===== src/design/kgt_pkg.sv =====
// ----------------------------------------------------------------------------
// kgt_pkg: shared types and constants for the grid basis-change block
// Request payloads, opcodes, status codes and controller states.
// ----------------------------------------------------------------------------
package kgt_pkg;

  localparam int MAX_POINTS_PER_AXIS = 8;
  localparam int MAX_COMPONENTS      = 9;

  typedef enum logic [1:0] {
    OP_WR_WEIGHT = 2'd0,
    OP_WR_VECTOR = 2'd1,
    OP_RUN       = 2'd2,
    OP_READ      = 2'd3
  } opcode_t;

  localparam logic [1:0] ST_OK  = 2'd0;
  localparam logic [1:0] ST_IDX = 2'd1;
  localparam logic [1:0] ST_SAT = 2'd2;

  localparam logic [1:0] REG_DIRECTION = 2'd0;
  localparam logic [1:0] REG_DOF       = 2'd1;
  localparam logic [1:0] REG_POINTS    = 2'd2;

  typedef struct packed {
    logic [1:0]         opcode;
    logic [1:0]         axis;
    logic [12:0]        element_index;
    logic signed [31:0] write_value;
  } in_req_t;

  typedef struct packed {
    logic signed [31:0] read_value;
    logic [1:0]         status;
  } out_req_t;

  typedef enum logic [2:0] {
    S_IDLE,
    S_COPY,
    S_MAC,
    S_DRAIN,
    S_STORE,
    S_DONE
  } ctl_state_t;

  // controller -> datapath commands
  typedef struct packed {
    logic copy_en;      // copy step of the run
    logic copy_start;
    logic mac_start;    // clear accumulator, load first source index
    logic mac_issue;    // issue one weight/vector fetch
    logic store;        // write accumulated element
    logic next_elem;    // advance output element
  } dp_cmd_t;

  // datapath -> controller status
  typedef struct packed {
    logic copy_last;
    logic issue_last;
    logic pipe_empty;
    logic elem_last;
  } dp_stat_t;

endpackage


===== src/design/kgt_ctrl.sv =====
// ----------------------------------------------------------------------------
// kgt_ctrl: request handling and run sequencer
// Accepts requests, checks indexes, steps the transform, holds the response.
// ----------------------------------------------------------------------------
module kgt_ctrl
  import kgt_pkg::*;
(
  input  logic     clk,
  input  logic     rst_n,
  input  logic     in_valid,
  output logic     in_ready,
  input  in_req_t  in_req,
  output logic     out_valid,
  input  logic     out_ready,
  output out_req_t out_req,
  input  logic [3:0] n_eff,
  input  logic [3:0] dof_eff,
  input  logic [31:0] rd_data,
  input  logic     sat_flag,
  output logic     wr_w_en,
  output logic     wr_v_en,
  input  dp_stat_t stat,
  output dp_cmd_t  cmd
);

  ctl_state_t state_r, state_nxt;
  logic       rd_pend_r, out_valid_r;
  out_req_t   out_r;

  logic [12:0] n3, n4, vlen;
  assign n3   = 13'(n_eff * n_eff * n_eff);
  assign n4   = 13'(n3 * n_eff);
  assign vlen = 13'(n3 * dof_eff);

  logic acc_in, bad, good_read;
  assign in_ready = (state_r == S_IDLE) && (!out_valid_r || out_ready) && !rd_pend_r;
  assign acc_in   = in_valid && in_ready;
  always_comb begin
    case (opcode_t'(in_req.opcode))
      OP_WR_WEIGHT: bad = (in_req.axis > 2'd2) || (in_req.element_index >= n4);
      OP_WR_VECTOR: bad = in_req.element_index >= vlen;
      OP_READ:      bad = in_req.element_index >= vlen;
      default:      bad = 1'b0;
    endcase
  end
  assign wr_w_en   = acc_in && in_req.opcode == OP_WR_WEIGHT && !bad;
  assign wr_v_en   = acc_in && in_req.opcode == OP_WR_VECTOR && !bad;
  assign good_read = in_req.opcode == OP_READ && !bad;

  always_comb begin
    state_nxt = state_r;
    case (state_r)
      S_IDLE:  if (acc_in && in_req.opcode == OP_RUN) state_nxt = S_COPY;
      S_COPY:  if (stat.copy_last) state_nxt = S_MAC;
      S_MAC:   if (stat.issue_last) state_nxt = S_DRAIN;
      S_DRAIN: if (stat.pipe_empty) state_nxt = S_STORE;
      S_STORE: state_nxt = stat.elem_last ? S_DONE : S_MAC;
      S_DONE:  if (!out_valid_r) state_nxt = S_IDLE;
      default: state_nxt = S_IDLE;
    endcase
  end

  always_comb begin
    cmd = '0;
    case (state_r)
      S_IDLE:  cmd.copy_start = acc_in && in_req.opcode == OP_RUN;
      S_COPY: begin
        cmd.copy_en   = 1'b1;
        cmd.mac_start = stat.copy_last;
      end
      S_MAC:   cmd.mac_issue = 1'b1;
      S_STORE: begin
        cmd.store     = 1'b1;
        cmd.next_elem = 1'b1;
        cmd.mac_start = 1'b1;
      end
      default: cmd = '0;
    endcase
  end

  always_ff @(posedge clk) begin
    if (!rst_n) begin
      state_r     <= S_IDLE;
      rd_pend_r   <= 1'b0;
      out_valid_r <= 1'b0;
    end else begin
      state_r   <= state_nxt;
      rd_pend_r <= acc_in && good_read;
      if (rd_pend_r || (state_r == S_DONE && !out_valid_r) ||
          (acc_in && in_req.opcode != OP_RUN && !good_read))
        out_valid_r <= 1'b1;
      else if (out_ready) out_valid_r <= 1'b0;
    end
  end

  always_ff @(posedge clk) begin
    if (acc_in) begin
      out_r.read_value <= '0;
      out_r.status     <= bad ? ST_IDX : ST_OK;
    end
    if (rd_pend_r) out_r.read_value <= rd_data;
    if (state_r == S_DONE && !out_valid_r) begin
      out_r.read_value <= '0;
      out_r.status     <= sat_flag ? ST_SAT : ST_OK;
    end
  end

  assign out_valid = out_valid_r;
  assign out_req   = out_r;

endmodule


===== config.mk =====
export PLATFORM = sky130hd
export DESIGN_NAME = kgt_ctrl
export DESIGN_NICKNAME = d
export VERILOG_FILES = /design/src/design/kgt_pkg.sv /design/src/design/kgt_ctrl.sv
export SDC_FILE = /design/constraint.sdc
export NUM_CORES = 1
export LEC_CHECK = 0
export ABC_AREA = 1
export BUFFER_PORTS_ARGS = -buffer_cell sky130_fd_sc_hd__buf_2
export CORE_UTILIZATION = 42
export CTS_BUF_LIST = sky130_fd_sc_hd__clkbuf_4 sky130_fd_sc_hd__clkbuf_8
export DETAILED_ROUTE_END_ITERATION = 8
export PLACE_DENSITY = 0.7
export SLEW_MARGIN = 30
export SYNTH_ARGS = -nofsm -noshare
export SYNTH_HDL_FRONTEND = slang
export SYNTH_SLANG_ARGS = --single-unit

===== constraint.sdc =====
create_clock -name clk -period 12.6 [get_ports clk]
set_input_delay 0 -clock clk [delete_from_list [all_inputs] [get_ports clk]]
set_output_delay 0 -clock clk [all_outputs]
set_load 0.01 [all_outputs]

== Word-level counts from Yosys, hierarchy flattened ==
Index checks and enable logic that the tools add are counted.
Widths: inputs -> output; s select.
Cells by class
  $mul: 4
  mux-type cells: 20
  reduce and logical (&&, ||, !) cells: 28
  magnitude comparators: 3
  equal/unequal tests: 14
Operator list (count)
  $mux 34: 1
  $mux 32: 1
  $ge 13x13->1: 2
  $mul 12x4->13: 2
  $mux 3: 6
  $pmux 3 s6: 1
  $logic_and 1x1->1: 13
  $mul 8x4->12: 1
  $ne 2x2->1 const B: 5
  $mul 4x4->8: 1
  $eq 3x2->1 const B: 2
  $eq 3x3->1 const B: 2
  $mux 1: 6
  $mux 2: 3
  $reduce_bool 2->1: 3
  $reduce_and 5->1: 1
  $eq 2x2->1 const B: 2
  $logic_not 1->1: 4
  $logic_or 1x1->1: 4
  $pmux 1 s2: 2
  $eq 3x1->1 const B: 1
  $logic_not 3->1: 1
  $eq 2x1->1 const B: 1
  $gt 2x2->1 const B: 1
  3 further kinds: 3
Storage, ports and cells
  register bits: 39
  word-level logic and storage cells: 74
  output and inout bits: 44

== Depth between registers and ports, before layout ==
Gate-level depths: netlist of run 1.
  depth in word-level cells: 12
  depth in mapped cells: 42

== Least setup slack after synthesis of run 1 ==
No wires, ideal clock.
  path type: input port to flip-flop
  start point: input n_eff[2]
  end point: register out_r (netlist bit out_req[0]), data pin
  stages on the path: 36
  arrival time: 6.981 ns
  setup slack: 5.472 ns
  cells stage by stage: clkbuf_1 > clkinv_1 > nor2_1 > inv_1 > fa_1 > o31ai_1 > xor2_1 > inv_1 > nor2_1 > fa_1 > fa_1 > ha_1 > nand2_1 > nand2_1 > o21bai_1 > xnor2_1 > nor2_1 > fa_1 > inv_1 > fa_1 > inv_1 > ha_1 > inv_1 > nor4_1 > nand3_1 > nand3_1 > inv_1 > nand3_1 > nand2_1 > ha_1 > nand2_1 > nor4_1 > o21ai_0 > nand3b_1 > nand2_1 > a21oi_1
On the way
  word-level cells in the longest chain between the ends: 9
  elaborated cells between the ends (all ways): 11
Ends and longest elaborated chain
  from (decl): RTL line kgt_ctrl.sv:16  | input logic [3:0] n_eff,
  $mul 4x4->8: RTL line kgt_ctrl.sv:31  | assign n3 = 13'(n_eff * n_eff * n_eff);
  $mul 8x4->12: RTL line kgt_ctrl.sv:31
  $mul 12x4->13: RTL line kgt_ctrl.sv:32  | assign n4 = 13'(n3 * n_eff);
  $ge 13x13->1: RTL line kgt_ctrl.sv:40  | OP_WR_WEIGHT: bad = (in_req.axis > 2'd2) || (in_req.element_index >= n4);
  $logic_or 1x1->1: RTL line kgt_ctrl.sv:40
  $pmux 1 s2 *: RTL line kgt_ctrl.sv:39  | case (opcode_t'(in_req.opcode))
  $mux 1 *: RTL line kgt_ctrl.sv:99  | out_r.status <= bad ? ST_IDX : ST_OK;
  $mux 34 *: RTL line kgt_ctrl.sv:97  | if (acc_in) begin
  $mux 2 *: RTL line kgt_ctrl.sv:102  | if (state_r == S_DONE && !out_valid_r) begin
  to (decl): RTL line kgt_ctrl.sv:28  | out_req_t out_r;
Every way passes the cells marked *; elsewhere a longest branch is shown, timed or not. The select of a mux whose other input is x is not followed.
A chain may end at the register's enable or synchronous reset.

== Worst setup path after layout of run 1 ==
  start point: input n_eff[0]
  end point: register out_valid_r, in the netlist out_valid
On the way
  word-level cells in the longest chain between the ends: 12
  elaborated cells between the ends (all ways): 15
Ends and longest elaborated chain
  $mul 4x4->8: RTL line kgt_ctrl.sv:31
  $mul 8x4->12: RTL line kgt_ctrl.sv:31
  $mul 12x4->13: RTL line kgt_ctrl.sv:32
  $ge 13x13->1: RTL line kgt_ctrl.sv:40
  $logic_or 1x1->1: RTL line kgt_ctrl.sv:40
  $pmux 1 s2 *: RTL line kgt_ctrl.sv:39
  $logic_not 1->1 *: RTL line kgt_ctrl.sv:48  | assign good_read = in_req.opcode == OP_READ && !bad;
  $logic_and 1x1->1 *: RTL line kgt_ctrl.sv:48
  $logic_not 1->1 *: RTL line kgt_ctrl.sv:90  | (acc_in && in_req.opcode != OP_RUN && !good_read))
  $logic_and 1x1->1 *: RTL line kgt_ctrl.sv:90
  $logic_or 1x1->1 *: RTL line kgt_ctrl.sv:89  | if (rd_pend_r || (state_r == S_DONE && !out_valid_r) ||
  $mux 1 or $reduce_bool 2->1 (tied branches)
  to (signal assigned): RTL line kgt_ctrl.sv:85  | out_valid_r <= 1'b0;
  to (signal assigned): RTL line kgt_ctrl.sv:91  | out_valid_r <= 1'b1;
  to (signal assigned): RTL line kgt_ctrl.sv:92  | else if (out_ready) out_valid_r <= 1'b0;
  to (decl): RTL line kgt_ctrl.sv:27  | logic rd_pend_r, out_valid_r;
Every way passes the cells marked *; elsewhere a longest branch is shown, timed or not.

==> results of run 1 <==
-- metrics by stage --
stage,cell area [µm²],power [mW],std cells,util
floorplan,5550,1.04,828,-
global placement,6230,1.28,1086,0.488
detailed placement,6230,1.30,1086,0.488
CTS,6710,1.42,1131,0.525
global route,6710,1.63,1131,0.525
finish,6710,1.42,1131,0.525
-- synthesized netlist by cell type (4+ instances only) --
cell type,n
nand2_1,186
buf_2,4
nor2_1,77
a21oi_1,65
a31oi_1,4
nor3_1,4
nor4_1,4
ha_1,65
fa_1,48
nand4_1,12
xnor2_1,4
nand3_1,72
dfxtp_1,37
o21ai_0,19
clkbuf_1,19
inv_1,161
xor2_1,15
nand3b_1,4
-- cell type report --
cell class | instances | area share
multi-input combinational | 600 | 0.601
timing repair buffer | 148 | 0.139
inverter | 164 | 0.0917
clock inverter | 3 | 0.00652
clock buffer | 5 | 0.0103
tap | 172 | 0.0321
sequential | 39 | 0.119
-- worst max-delay path, delay by kind of cell --
family	cells	cell delay [ps]
XOR/XNOR	2	730
buffers and inverters	8	1320
AND/OR/NAND/NOR	18	2600
AO/OA/AOI/OAI	3	700
adder cells (fa/ha/maj)	8	3380
-- registers in the layout, indices dropped and copies added, names as in the netlist --
signal	flops
out_req	34
state_r	3
out_valid	1
rd_pend_r	1
-- how the worst min path moves through the flow --
stage / start / to / slack, ps / cells after the start
5_1_grt: stat[0] / state_r[0] / 70 / 3
6_report: stat[0] / state_r[0] / 40 / 3
2_1_floorplan: in_req[47] / wr_v_en / 120 / 2
3_5_place_dp: rd_data[13] / out_req[15] / 260 / 3
3_3_place_gp: rd_data[13] / out_req[15] / 260 / 3
4_1_cts: stat[0] / state_r[0] / 40 / 3
-- logic make-up after synthesis --
family,Yosys count,share of synthesized area
buf+inv,189,0.129
other cells,1,0.000676
flops,39,0.144
xor+xnor,19,0.0300
simple gates,366,0.280
fa+ha+maj,113,0.320
compound gates,100,0.0958
-- metal layers --
metal	up-vias	GRT usage
li1	2867	-
met1	2508	0.302
met2	150	0.340
met3	29	0.0273
met4	0	0.0422
met5	-	0
-- power by group through the flow --
stage          clock (mW)  combinational [mW]  sequential, mW
2_1_floorplan           0               0.845           0.190
4_1_cts             0.105                1.14           0.174
3_3_place_gp            0                1.11           0.175
6_report            0.104                1.14           0.175
5_1_grt             0.111                1.34           0.179
3_5_place_dp            0                1.12           0.177
-- timing repair --
item / CTS / global route
hold endpoints to repair: 37 / 0
hold buffers: 37 / 0
buffers inserted: 0 / 0
==> results.md, run 1 <==
- Pre-CTS setup slack: 4220 ps
- Synth top area share: 0.173
- Register area: 801 µm²
- Worst Max-Slew Pin Slew: 702 ps
- Vias in the first global route: 5088
- Mapped Area: 5550 µm²
- Post-DR wirelength/cell: 12.3 µm
- Yosys warnings: 0
- DPL Wire Length: about 11000 µm
- Pwr dens: 211 nW/µm²
- Core footprint: 12800 µm²
- DRC errors left: 0
- Row cnt: between 40 and 50
- Clock power share: 0.073
- Outcome: complete, no violations
- Synth Flop Type: dfxtp_1
- Global-route usage over all layers: 0.211
- WL final: 13900 µm
- Final Max Tran Viols: 0
- 1st-pass router iterations: 5
- Setup slack after layout: roughly 4100 ps
- Net Switching: 0.767 mW
- CP startpoint: n_eff[0]
- Synth unique cells: 38
- CTS tree: done
- Area grow syn2layout: 20.9%
- CP peak stage delay: between 500 and 600 ps
- Die Width: between 100 and 150 µm
- Syn Inst Count: 827
- Share of layout cells above drive strength 1: 0.133
- Top sig layer: met4
- # diodes: 0
- RR Startpoint: rd_pend_r
- Fillers: 1256
- # IOs: 142
- Port Buf Inserts: between 100 and 150
- Period utilization: 0.677
- Endpoints failing hold: 0
- Post-synth EDFFs: 2
- Setup TNS: 0 ps
- R2R Setup Slk: 9690 ps
- Clock Skews: 13.9 ps
- Register area share after synthesis: 0.144
- Final hold slack: 44.1 ps
- Largest net degree at the start of global routing: 37
- Worst hold path class: input pin to flop
- Vias: 5554
- Leakage: roughly 3.7 nW
- Sink Count: 39
- Area occupied by multi-input gates: 4040 µm²
- Routed Antenna Nets: 0
- FFs w/ async S/R, synth: 0
- Switching part of the total: 0.541
- Setup CP Type: input pin to flop
- Global-route wire length before repair: 23100 µm
- Total gr overflow: 0
- RSZ-0062 raised after global routing: false
- Die area: 13700 µm²
- GPL Wtd Cong: 0.816
- RR Endpoint: rd_pend_r
- Gate power share: 0.804
- Final setup vio count: 0
- Commonest non-fill, non-tap cells in the layout: 186 x nand2_1, 161 x inv_1, 109 x buf_2
- Relative slew margins: 0.530
- Clock Path Buffers: 2
- Crit path top cell by count: nand2_1
- Worst path required time: 12850 ps
- Clock Tree Root: clkbuf_8
- DRT iter0 DRCs: 323
- Maximum vdd drop: roughly 110 µV
- Max-cap check violation count: 0
- Yosys reg bits: 39
- Worst skew pair latency: 300 ps
- Antenna violations before repair: 0
- Post-CTS resize count: 0
- Internal power: 0.651 mW
- Synth area leaders: fa_1 17%, ha_1 15%, dfxtp_1 13%
- Mean area per synthesized cell: 6.71 µm²
- DR WL met3: 657 µm
- Startpoint class of the critical path: input pin
- Slowest cell on crit path: fa_1
- Met1 wire length: 6930 µm
- Worst Path Max Fanout: 21
- Period minus WS final: ~8500 ps
- Peak Freq: roughly 0.12 GHz
- Reg power frac: 0.123
- DR vias/cell: 4.91
- Final #Nets: 1169
- Starting Density: 0.434
- # H-tree levels: 2
- Commonest non-fill, non-tap cell in the layout: nand2_1
- Reg2Reg Depth: 9
- Height of the die: 117 µm
- CTS clk-pin slew, worst paths: 90 ps
- Largest area contributor in the netlist: fa_1
- CP arrival: a little under 9000 ps
- Worst Setup End Kind: flop
- Met2 wire len: 6100 µm
- Setup crit end: out_valid
- Num CTS Buffers: 5
Power figures use the tool's default switching activity.
==> run 2, diff against run 1 <==
--- a/config.mk
+++ b/config.mk
@@ -10,7 +10,7 @@
 export CORE_UTILIZATION = 42
 export CTS_BUF_LIST = sky130_fd_sc_hd__clkbuf_4 sky130_fd_sc_hd__clkbuf_8
 export DETAILED_ROUTE_END_ITERATION = 8
-export PLACE_DENSITY = 0.7
+export PLACE_DENSITY = 0.72
 export SLEW_MARGIN = 30
 export SYNTH_ARGS = -nofsm -noshare
 export SYNTH_HDL_FRONTEND = slang
==> constraint.sdc (replaced) <==
create_clock -name clk -period 7.5 [get_ports clk]
set_input_delay 0 -clock clk [delete_from_list [all_inputs] [get_ports clk]]
set_output_delay 0 -clock clk [all_outputs]
set_load 0.01 [all_outputs]
==> run 2 against run 1 <==
Against the previous run:
- clock skew fell by 1.7 ps
- sequential power grew 67%
- utilization up 1.2 points
- largest cell class unchanged
- largest power group unchanged
==> results.md, run 2 (synthesis gave the netlist of run 1 again) <==
- DRC errors left: 0 (unchanged)
- Slowest cell on crit path: fa_1 (unchanged)
- Worst path required time: 7500 ps (was 12850 ps)
- Endpoints failing hold: 0 (unchanged)
- Row cnt: 41 (unchanged)
- Period utilization: 0.950
- 1st-pass router iterations: 5 (unchanged)
- Port Buf Inserts: 109 (unchanged)
- Antenna violations before repair: 0 (unchanged)
- Pwr dens: 358 nW/µm² (was 211 nW/µm²)
- Max reg flops: 34 (unchanged)
- CP peak stage delay: 540 ps (was 560 ps)
- Relative slew margins: 0.529 (was 0.530)
- Height of the die: 117 µm (unchanged)
- Peak Freq: roughly 0.14 GHz
- Min-delay src: in_req[47] (was stat[0])
- Die Width: 117 µm (unchanged)
- Vias: 5631 (was 5554)
- Setup CP Type: input pin to primary output (was input pin to flop)
- DR vias/cell: 4.93 (was 4.91)
- Leakage: 3.80 nW (was 3.73 nW)
- Startpoint class of the critical path: input pin (unchanged)
- DRT iter0 DRCs: 353 (was 323)
- # IOs: 142 (unchanged)
- Outcome: complete, no violations (unchanged)
- Vias in the first global route: 5233 (was 5088)
- Num CTS Buffers: 5 (unchanged)
- WL final: 14700 µm (was 13900 µm)
- Placed Area: 6310 µm² (was 6230 µm²)
- Worst Setup End Kind: primary output (was flop)
- Total Power: 2.46 mW (was 1.42 mW)
- Clock Path Buffers: 2 (unchanged)
- Core footprint: 12800 µm² (unchanged)
- # diodes: 0 (unchanged)
- Die area: 13700 µm² (unchanged)
- Starting Density: 0.434 (unchanged)
- Largest net degree at the start of global routing: 37 (unchanged)
- Clock Tree Root: clkbuf_8 (unchanged)
- # H-tree levels: 2 (unchanged)
- Clock Skews: 12.2 ps (was 13.9 ps)
- Global-route usage over all layers: 0.214 (was 0.211)
- RR Startpoint: rd_pend_r (unchanged)
- Routed Antenna Nets: 0 (unchanged)
- Area grow syn2layout: 23.7% (was 20.9%)
- Post-route design area: 6860 µm² (was 6710 µm²)
- Commonest non-fill, non-tap cells in the layout: 182 x nand2_1, 160 x inv_1, 107 x buf_2 (was 186 x nand2_1, 161 x inv_1, 109 x buf_2)
- Worst Path Max Fanout: 6 (was 21)
- Final setup vio count: 0 (unchanged)
- Total gr overflow: 0 (unchanged)
- Global-route wire length before repair: 23400 µm (was 23100 µm)
- GPL Wtd Cong: 0.863 (was 0.816)
- Fillers: 1220 (was 1256)
- Commonest non-fill, non-tap cell in the layout: nand2_1 (unchanged)
- Worst hold path class: input pin to flop (unchanged)
- CTS clk-pin slew, worst paths: 70 ps (was 90 ps)
- Hold endpoint: rd_pend_r (was state_r[0])
- Final Max Tran Viols: 0 (unchanged)
- CTS tree: done (unchanged)
- Post-DR wirelength/cell: 12.8 µm (was 12.3 µm)
- RR Endpoint: state_r[1] (was rd_pend_r)
- Reg2Reg Depth: 11 (was 9)
- CP arrival: 7130 ps (was 8780 ps)
- R2R Setup Slk: 4870 ps (was 9690 ps)
- WHS Path Cells: 3 (unchanged)
- Max-cap check violation count: 0 (unchanged)
- Sink Count: 39 (unchanged)
- Final #Nets: 1181 (was 1169)
- Worst skew pair latency: 290 ps (was 300 ps)
- Maximum vdd drop: 156 µV (was 106 µV)
- Worst Max-Slew Pin Slew: 704 ps (was 702 ps)
- Period minus WS final: 7130 ps
- DPL Wire Length: 11200 µm (was 10900 µm)
- Share of layout cells above drive strength 1: 0.161 (was 0.133)
==> run 2: changes by cell type in the layout (fill, tap and decap cells not counted), moves of 2 or more <==
cell           previous run  this run
buf_2                   109       107
buf_4                     2        17
clkbuf_4                  0         2
dlygate4sd3_1            37        34
nand2_1                 186       182
nand2_2                   1         5
nor4_1                    4         1
nor4_2                    0         2
==> run 2: timing repair <==
item,in CTS,in global routing
hold endpoints to repair,35,0
hold buffers,34,0
setup buffers,0,4
setup endpoints to repair,0,4
resized for setup,0,16
==> run 2: how the worst max path moves through the flow <==
stage / end / startpoint / cells after the start / slack [ps]
after global routing: wr_w_en / n_eff[0] / 41 / -100
after CTS: wr_w_en / n_eff[2] / 39 / 200
after detailed placement: out_req[0] / n_eff[2] / 36 / 180
after floorplan: out_req[0] / n_eff[2] / 36 / 370
final: wr_w_en / n_eff[0] / 40 / 370
after global placement: out_req[0] / n_eff[2] / 37 / 300
==> run 2: worst max-delay path: cells and delay by family <==
family                   cells  cell delay, ps
adder cells (fa/ha/maj)      8            3220
AO/OA/AOI/OAI                3             590
buffers and inverters       11            1090
XOR/XNOR                     2             340
AND/OR/NAND/NOR             16            1900
==> run 2: area by class of cell <==
| type | instances | area (µm²) | area share |
|---|---|---|---|
| Clock buffer | 5 | 68.8 | 0.0100 |
| Timing Repair Buffer | 160 | 1020 | 0.148 |
| Sequential cell | 39 | 801 | 0.117 |
| Multi-Input combinational cell | 600 | 4100 | 0.597 |
| Tap cell | 172 | 215 | 0.0314 |
| Clock inverter | 3 | 43.8 | 0.00638 |
| Inverter | 164 | 616 | 0.0897 |
==> run 2: per-layer routing <==
metal	part of all wire	vias up	global-route usage
li1	-	2885	-
met1	0.48	2556	0.295
met2	0.45	155	0.353
met3	0.045	35	0.0273
met4	0.026	0	0.0591
met5	0	-	0
==> run 2: power by group <==
part           total [mW]  internal [mW]  switching [mW]
Combinational        1.99          0.756            1.23
Sequential          0.293          0.266          0.0276
Clock               0.175         0.0990          0.0757
Total                2.46           1.12            1.34
==> run 2: stage by stage <==
stage	worst slack (ps)	TNS [ps]	hold WS (ps)	utilization	std cells
after floorplan	373	0	119	-	828
after global placement	304	0	254	0.494	1097
after detailed placement	181	0	259	0.494	1097
after CTS	204	0	2.45	0.530	1139
after global routing	-104	-203	11.9	0.537	1143
final	374	0	3.02	0.537	1143
